## src/design/ovt_pkg.sv

```systemverilog
`default_nettype none
// ----------------------------------------------------------------------------
// ovt_pkg - shared definitions for the ordered value table engine
// Table geometry, field widths, request and status codes, cell command.
// ----------------------------------------------------------------------------
package ovt_pkg;

	localparam int TABLE_DEPTH = 64;
	localparam int IDX_W       = $clog2(TABLE_DEPTH);
	localparam int CNT_W       = $clog2(TABLE_DEPTH + 1);

	localparam int DATA_W = 32;
	localparam int MODE_W = 3;
	localparam int POS_W  = 7;
	localparam int STAT_W = 2;
	localparam int FIDX_W = 6;
	localparam int ECNT_W = 7;

	// common width for position versus count compares
	localparam int CMP_W = (POS_W > CNT_W) ? POS_W : CNT_W;

	typedef logic [DATA_W-1:0] data_t;
	typedef logic [CNT_W-1:0]  cnt_t;

	localparam logic [MODE_W-1:0] MODE_INSERT = 3'd0;
	localparam logic [MODE_W-1:0] MODE_APPEND = 3'd1;
	localparam logic [MODE_W-1:0] MODE_DELETE = 3'd2;
	localparam logic [MODE_W-1:0] MODE_SEARCH = 3'd3;
	localparam logic [MODE_W-1:0] MODE_SORT   = 3'd4;
	localparam logic [MODE_W-1:0] MODE_CLEAR  = 3'd5;

	localparam logic [STAT_W-1:0] ST_OK      = 2'd0;
	localparam logic [STAT_W-1:0] ST_FULL    = 2'd1;
	localparam logic [STAT_W-1:0] ST_RANGE   = 2'd2;
	localparam logic [STAT_W-1:0] ST_MISSING = 2'd3;

	typedef enum logic [1:0] {
		CELL_HOLD,
		CELL_INS,
		CELL_DEL,
		CELL_SORT
	} cell_op_t;

	// broadcast to every cell of the row
	typedef struct packed {
		cell_op_t op;
		logic     parity;
		cnt_t     pos;
		data_t    value;
		cnt_t     count;
	} cell_cmd_t;

	function automatic logic greater_signed(input data_t a, input data_t b);
		return $signed(a) > $signed(b);
	endfunction

endpackage
`default_nettype wire

```

## src/design/ovt_cell.sv

```systemverilog
`default_nettype none
// ----------------------------------------------------------------------------
// ovt_cell - one slot of the table row
// Holds one entry; shifts from a neighbor on insert or delete and does one
// compare-exchange with a neighbor per odd-even sort phase.
// ----------------------------------------------------------------------------
module ovt_cell (
	input  logic                      clk,
	input  logic [ovt_pkg::IDX_W-1:0] idx,
	input  ovt_pkg::cell_cmd_t        cmd,
	input  ovt_pkg::data_t            left,
	input  ovt_pkg::data_t            right,
	output ovt_pkg::data_t            entry,
	output logic                      match
);
	import ovt_pkg::*;

	data_t entry_q;
	data_t entry_d;
	cnt_t  idx_c;
	cnt_t  idx_n;

	assign idx_c = CNT_W'(idx);
	assign idx_n = idx_c + 1'b1;

	always_comb begin
		entry_d = entry_q;
		case (cmd.op)
			CELL_INS: begin
				if (idx_c > cmd.pos) begin
					entry_d = left;
				end else if (idx_c == cmd.pos) begin
					entry_d = cmd.value;
				end
			end
			CELL_DEL: begin
				if (idx_c >= cmd.pos) begin
					entry_d = right;
				end
			end
			CELL_SORT: begin
				if (idx[0] == cmd.parity) begin
					// lower member of the pair: keep the minimum
					if (idx_n < cmd.count && greater_signed(entry_q, right)) begin
						entry_d = right;
					end
				end else begin
					// upper member of the pair: keep the maximum
					if (idx_c < cmd.count && idx_c != '0 && greater_signed(left, entry_q)) begin
						entry_d = left;
					end
				end
			end
			default: begin
				entry_d = entry_q;
			end
		endcase
	end

	always_ff @(posedge clk) begin
		entry_q <= entry_d;
	end

	assign entry = entry_q;
	assign match = (idx_c < cmd.count) && (entry_q == cmd.value);

endmodule
`default_nettype wire

```

## config.mk

```make
export PLATFORM = sky130hd
export DESIGN_NAME = ovt_cell
export DESIGN_NICKNAME = d
export VERILOG_FILES = /design/src/design/ovt_pkg.sv /design/src/design/ovt_cell.sv
export SDC_FILE = /design/constraint.sdc
export NUM_CORES = 1
export LEC_CHECK = 0
export BUFFER_PORTS_ARGS = -buffer_cell sky130_fd_sc_hd__buf_2
export CORE_MARGIN = 1
export CORE_UTILIZATION = 45
export CTS_BUF_LIST = sky130_fd_sc_hd__clkbuf_2 sky130_fd_sc_hd__clkbuf_4 sky130_fd_sc_hd__clkbuf_8
export DETAILED_ROUTE_END_ITERATION = 6
export PLACE_DENSITY = 0.73
export SLEW_MARGIN = 20
export SYNTH_ARGS = -nofsm -noshare
export SYNTH_HDL_FRONTEND = slang
export SYNTH_SLANG_ARGS = --single-unit
```

## constraint.sdc

```tcl
create_clock -name clk -period 5.7 [get_ports clk]
set_input_delay 1.14 -clock clk [delete_from_list [all_inputs] [get_ports clk]]
set_output_delay 1.14 -clock clk [all_outputs]
set_load 0.02 [all_outputs]
```

==> flow_metrics.tcl, run 1 <==
set metrics [dict create \
    outcome "complete, no violations" \
    fmax_mhz 273 \
    synthFlopType "edfxtp_1" \
    fin_crit_ps 3670 \
    finalCritPeriodShare 0.644 \
    final_antenna_net_count 0 \
    r2r_cells 9 \
    io_buffers 152 \
    route.detailed.drc 0 \
    synthToLayoutAreaGrowth_pct 23.2 \
    synth-edff-count 32 \
    slew_viol_final 0 \
    finalSetupTns_ps 0 \
    cts_max_level 2 \
    largest_reg_flops 32 \
    r2r_start "entry[31]" \
    cts.reportedPaths.clkPinSlew_ps 70 \
    cts_hold_buffers 0 \
    hold_path.class "in2reg" \
    crit_path_start "idx[4]" \
    ys_seq_area_frac 0.225 \
    row_count 35 \
    antenna_found_initial 0 \
    start_util 0.464 \
    viasPerCell 5.75 \
    netlist_area_mm2 0.00427 \
    cts.sinks 32 \
    multi_input_area_mm2 0.00297 \
    vias 4326 \
    fillCellCount 886 \
    cap_violations 0 \
    seqCellArea_um2 961 \
    clock_skew_ps 8.41 \
    drive_gt1_frac 0.263 \
    core_area_mm2 0.00920 \
    root_buffer "clkbuf_8" \
    worst_slew_pin_slew_ps 741 \
    insertion_delay_ps 290 \
    final_cell_area_mm2 0.00526 \
    cts_setup_buffers 0 \
    pwr_density_cell_mw_per_mm2 182 \
    crit_end "entry[7]" \
    hpwlAfterDp_um 10800 \
    slowest_stage "a2111oi_0" \
    clockBufferDepth 2 \
    cts_tree "yes" \
    avgSynthCellArea_um2 8.72 \
    synth_fp_nets 693 \
    chipHeight_um 99.4 \
    worst_ir_drop_vdd_v 0.0000969 \
    ys_ff_latch 32 \
    first_pass_iters 7 \
    ios 153 \
    cp.required_ps 5660 \
    endpoint_kind "flop" \
    synth_cell_types 40 \
    fp.dieArea_mm2 0.00989 \
    first_global_vias 4246 \
    hold_viol 0 \
    globalplace.congestion 0.862 \
    crit_fanout 22 \
    wl_per_cell_um 17.6 \
    antenna_cells 0 \
    drt_wl_total_um 13200 \
    dieWidth_um 99.4 \
    r2r-end "entry[7]" \
    arrival_ps 3630 \
    grt_pass1_wl_um 20600 \
    first_iter_violations 215 \
    syn_inst 490 \
    ys_warn_count 0 \
    setup_viol 0 \
    p_leak_nw 2.77 \
    grt_overflow_total 0 \
    grt_max_degree 35 \
    cts_resized 0 \
    path_class "in2reg" \
    startpoint_type "input port" \
    fin_nets 844 \
    slew_headroom 0.506 \
    cts_made_buffers 5 \
    rsz0062_at_grt "false" \
    path_cells "buf_2, and3_1, nand3_1, xnor2_1, ha_1, a21o_1, a2111oi_0, o2111ai_1, a31o_2, o211ai_1, buf_4" \
    rrSetupSlack_ps 2780 \
    place_area_mm2 0.00517 \
    synthArstFlopShare 0 \
    slowest_delay_ps 560 \
    track_usage 0.265 \
]
-- cell usage in the layout (no fill, tap or decap), types with 8 or more instances in the layout --
cell type	netlist	layout
buf_2	3	152
ha_1	83	83
inv_1	81	81
o21ai_0	39	39
xnor2_1	35	35
edfxtp_1	32	32
a21oi_1	32	31
mux2i_1	30	30
a22oi_1	30	30
nand4_1	21	21
nand2_1	16	16
nand3_1	9	9
a21o_1	8	8
nor2_1	8	8
-- synthesized netlist by cell type, drive strengths merged, types with 2 or more instances --
cell type   n  area, um2
xnor2      35        307
nand2      16       60.1
inv        81        304
ha         83       1040
o21a        4       30.0
nand4      21        131
o211ai      2       15.0
nand2b      2       12.5
and3        3       18.8
xor2        4       35.0
a2111oi     3       26.3
and4        3       26.3
a21o        8       60.1
nor4        4       25.0
edfxtp     32        961
a21boi      3       22.5
clkbuf     10       37.5
mux2i      30        300
o21ai      40        200
a211oi      2       15.0
o2111ai     2       17.5
nor2        8       30.0
nor3        3       15.0
a21oi      32        160
a31o        2       17.5
a22oi      30        225
buf         3       15.0
nor2b       3       18.8
nand3       9       45.0
o21bai      3       22.5
-- critical path, delay by kind of cell --
| kind | cells | cell delay (ps) |
|---|---|---|
| simple gates | 2 | 260 |
| buf+inv | 2 | 490 |
| xor+xnor | 1 | 140 |
| fa+ha+maj | 1 | 290 |
| compound gates | 5 | 1280 |
-- metal layers --
| layer | part of all wire | GRT usage |
|---|---|---|
| met5 | 0 | 0 |
| met3 | 0.069 | 0.0387 |
| met2 | 0.49 | 0.469 |
| met4 | 0.024 | 0.0814 |
| met1 | 0.41 | 0.334 |
-- through the flow --
| step | std cells | hold slack [ps] | utilization | setup WS (ps) | total power, mW |
|---|---|---|---|---|---|
| after floorplan | 490 | 1350 | - | 1210 | 0.603 |
| after detailed placement | 745 | 1300 | 0.563 | 1760 | 0.776 |
| after CTS | 753 | 1170 | 0.572 | 2060 | 0.957 |
| final | 753 | 1160 | 0.572 | 2030 | 0.958 |
| after global routing | 753 | 1190 | 0.572 | 1890 | 1.02 |
| after global placement | 745 | 1250 | 0.563 | 1870 | 0.765 |
-- worst min path at each step --
stage	from	end	slack, ps	cells after the start
floorplan	right[10]	entry[10]	1350	2
global placement	entry[30]	entry[0]	1250	5
detailed placement	entry[30]	entry[0]	1300	5
CTS	right[21]	entry[21]	1170	3
global route	right[16]	entry[16]	1190	3
finish	right[21]	entry[21]	1160	3
-- cell type report --
cell class / instances / share of cell area
Inverter: 81 / 0.0578
Tap cell: 111 / 0.0264
Sequential cell: 32 / 0.183
Multi-Input combinational cell: 364 / 0.565
Clock buffer: 7 / 0.0159
Clock inverter: 1 / 0.000713
Timing Repair Buffer: 157 / 0.152
-- power by group --
group | switching [mW] | internal (mW)
logic | 0.256 | 0.188
clock network | 0.0861 | 0.0945
registers | 0.0342 | 0.299
total | 0.376 | 0.582
-- logic make-up after synthesis --
| family | Yosys count | synth area share |
|---|---|---|
| AO/OA/AOI/OAI | 136 | 0.201 |
| buffers and inverters | 94 | 0.0835 |
| AND/OR/NAND/NOR | 76 | 0.0970 |
| multiplexers | 30 | 0.0703 |
| XOR/XNOR | 39 | 0.0800 |
| adder cells (fa/ha/maj) | 83 | 0.243 |
| flip-flops | 32 | 0.225 |
Power figures use the tool's default switching activity.
==> inputs of run 2 (changes only) <==
- clock period: 5.7 -> 3.4 ns (I/O delays scaled with it)
==> run 2 against run 1 <==
Setup slack got worse by 1600 ps. Die area did not move. Sequential share of layout area down 1.0 points. Largest cell class unchanged. Largest power group unchanged.
==> flow_metrics.tcl, run 2 (synthesis gave the netlist of run 1 again) <==
set metrics [dict create \
    multi_input_area_mm2 0.00323 \
    postLayoutCoreUtil 0.605 \
    grt_pass1_wl_um 21400 \
    crit_fanout 27 \
    first_iter_violations 281 \
    cts_setup_buffers 0 \
    fin_crit_ps 2940 \
    ios 153 \
    track_usage 0.278 \
    layout.cells.non_filler 757 \
    insertion_delay_ps 290 \
    wl_per_cell_um 17.8 \
    synthToLayoutAreaGrowth_pct 30.3 \
    root_buffer "clkbuf_8" \
    cts_hold_buffers 0 \
    dp.cells 749 \
    p_seq_frac 0.335 \
    slew_viol_final 0 \
    power_frac_comb 0.486 \
    fmax_mhz 340 \
    critPathBufInv 2 \
    mostFrequentLayoutCell "buf_2" \
    route.detailed.drc 0 \
    cts_max_level 2 \
    antenna_found_initial 0 \
    drt_wl_total_um 13500 \
    switching_share 0.402 \
    hold_viol 0 \
    path_cells "buf_2, and3_1, nand3_1, xnor2_1, ha_1, a21o_1, a2111oi_0, o2111ai_1, a31o_2, o211ai_1, buf_12" \
    cts_tree "yes" \
    netSwitchingPower_uw 669 \
    startpoint_type "input port" \
    setup_viol 0 \
    grt_overflow_total 0 \
    final_cell_area_mm2 0.00557 \
    first_global_vias 4358 \
    final_antenna_net_count 0 \
    seqCellArea_um2 961 \
    clock_skew_ps 9.09 \
    slew_headroom 0.609 \
    fillCellCount 858 \
    clockBufferDepth 2 \
    io_buffers 152 \
    preCtsSetupSlack_ps 152 \
    antenna_cells 0 \
    fp.dieArea_mm2 0.00989 \
    hold_path.class "in2reg" \
    p_int_uw 996 \
    worst_slack_ps 456 \
    cap_violations 0 \
    grt_max_degree 34 \
    core_area_mm2 0.00920 \
    path_class "in2reg" \
    layout.cells.most_common_list "buf_2 (152), inv_1 (81), ha_1 (64)" \
    globalplace.congestion 0.916 \
    fin_nets 848 \
    start_util 0.464 \
    place_area_mm2 0.00549 \
    cts_made_buffers 5 \
    slowest_delay_ps 400 \
    finalCritPeriodShare 0.866 \
    cts.reportedPaths.clkPinSlew_ps 80 \
    pwr_density_cell_mw_per_mm2 299 \
    rsz0062_at_grt "false" \
    endpoint_kind "flop" \
    slowest_stage "a2111oi_0" \
    outcome "complete, no violations" \
    critPathTopFamily "compound AO/OA/AOI/OAI gates" \
    cts.sinks 32 \
    cts_resized 0 \
    worst_slew_pin_slew_ps 584 \
    arrival_ps 2930 \
    fin_hold_ws_ps 705 \
    row_count 35 \
    hpwlAfterDp_um 11000 \
    first_pass_iters 4 \
    p_clk_frac 0.179 \
    cp.required_ps 3390 \
    dieWidth_um 99.4 \
    chipHeight_um 99.4 \
    largest_reg_flops 32 \
    p_leak_nw 2.80 \
    drive_gt1_frac 0.302 \
    viasPerCell 5.75 \
    vias 4349 \
    worst_ir_drop_vdd_v 0.000176 \
]
==> run 2: cell types whose count changed in the layout (fill, tap and decap cells not counted), moves of 2 or more <==
cell	before	now
ha_1	83	64
o21ai_1	0	2
clkinv_2	0	2
ha_4	0	19
o21ai_0	39	37
buf_12	0	2
buf_4	5	7
clkbuf_4	2	0
==> run 2: final timing paths <==
kind | startpoint | to | slack (ps) | cells past startpoint
setup / recovery | idx[0] | entry[2] | 460 | 11
hold / removal | right[7] | entry[7] | 710 | 3
setup reg to reg | entry[31] | entry[2] | 530 | 9
hold reg to reg | entry[30] | entry[12] | 1340 | 5
==> run 2: tightest hold or removal path, cell delays in order <==
cell,delay [ps]
buf_2,90
a22oi_1,60
o21ai_0,60
==> run 2: area by class of cell <==
cell class                 count  area share
clock buffer                   5      0.0124
clock inverter                 3     0.00247
inverter                      81      0.0546
multi-input combinational    364       0.580
sequential                    32       0.173
tap                          111      0.0249
timing repair buffer         161       0.153
==> run 2: power groups by stage <==
stage | clock (mW) | combinational, mW | sequential [mW]
floorplan | 0 | 0.438 | 0.607
global placement | 0 | 0.774 | 0.565
detailed placement | 0 | 0.799 | 0.566
CTS | 0.302 | 0.805 | 0.558
global route | 0.316 | 0.899 | 0.565
finish | 0.298 | 0.809 | 0.558
==> run 2: metal layers <==
| layer | share of wire | global-route usage | wire length, um | vias to the layer above |
|---|---|---|---|---|
| li1 | - | - | - | 2110 |
| met3 | 0.060 | 0.0365 | 809 | 19 |
| met1 | 0.42 | 0.350 | 5670 | 2057 |
| met2 | 0.50 | 0.499 | 6760 | 163 |
| met5 | 0 | 0 | 0 | - |
| met4 | 0.016 | 0.0724 | 215 | 0 |
==> run 2: per-stage QoR <==
stage          TNS [ps]  power, mW
2_1_floorplan    -15370       1.05
6_report              0       1.66
5_1_grt               0       1.78
4_1_cts               0       1.67
3_5_place_dp          0       1.36
3_3_place_gp          0       1.34
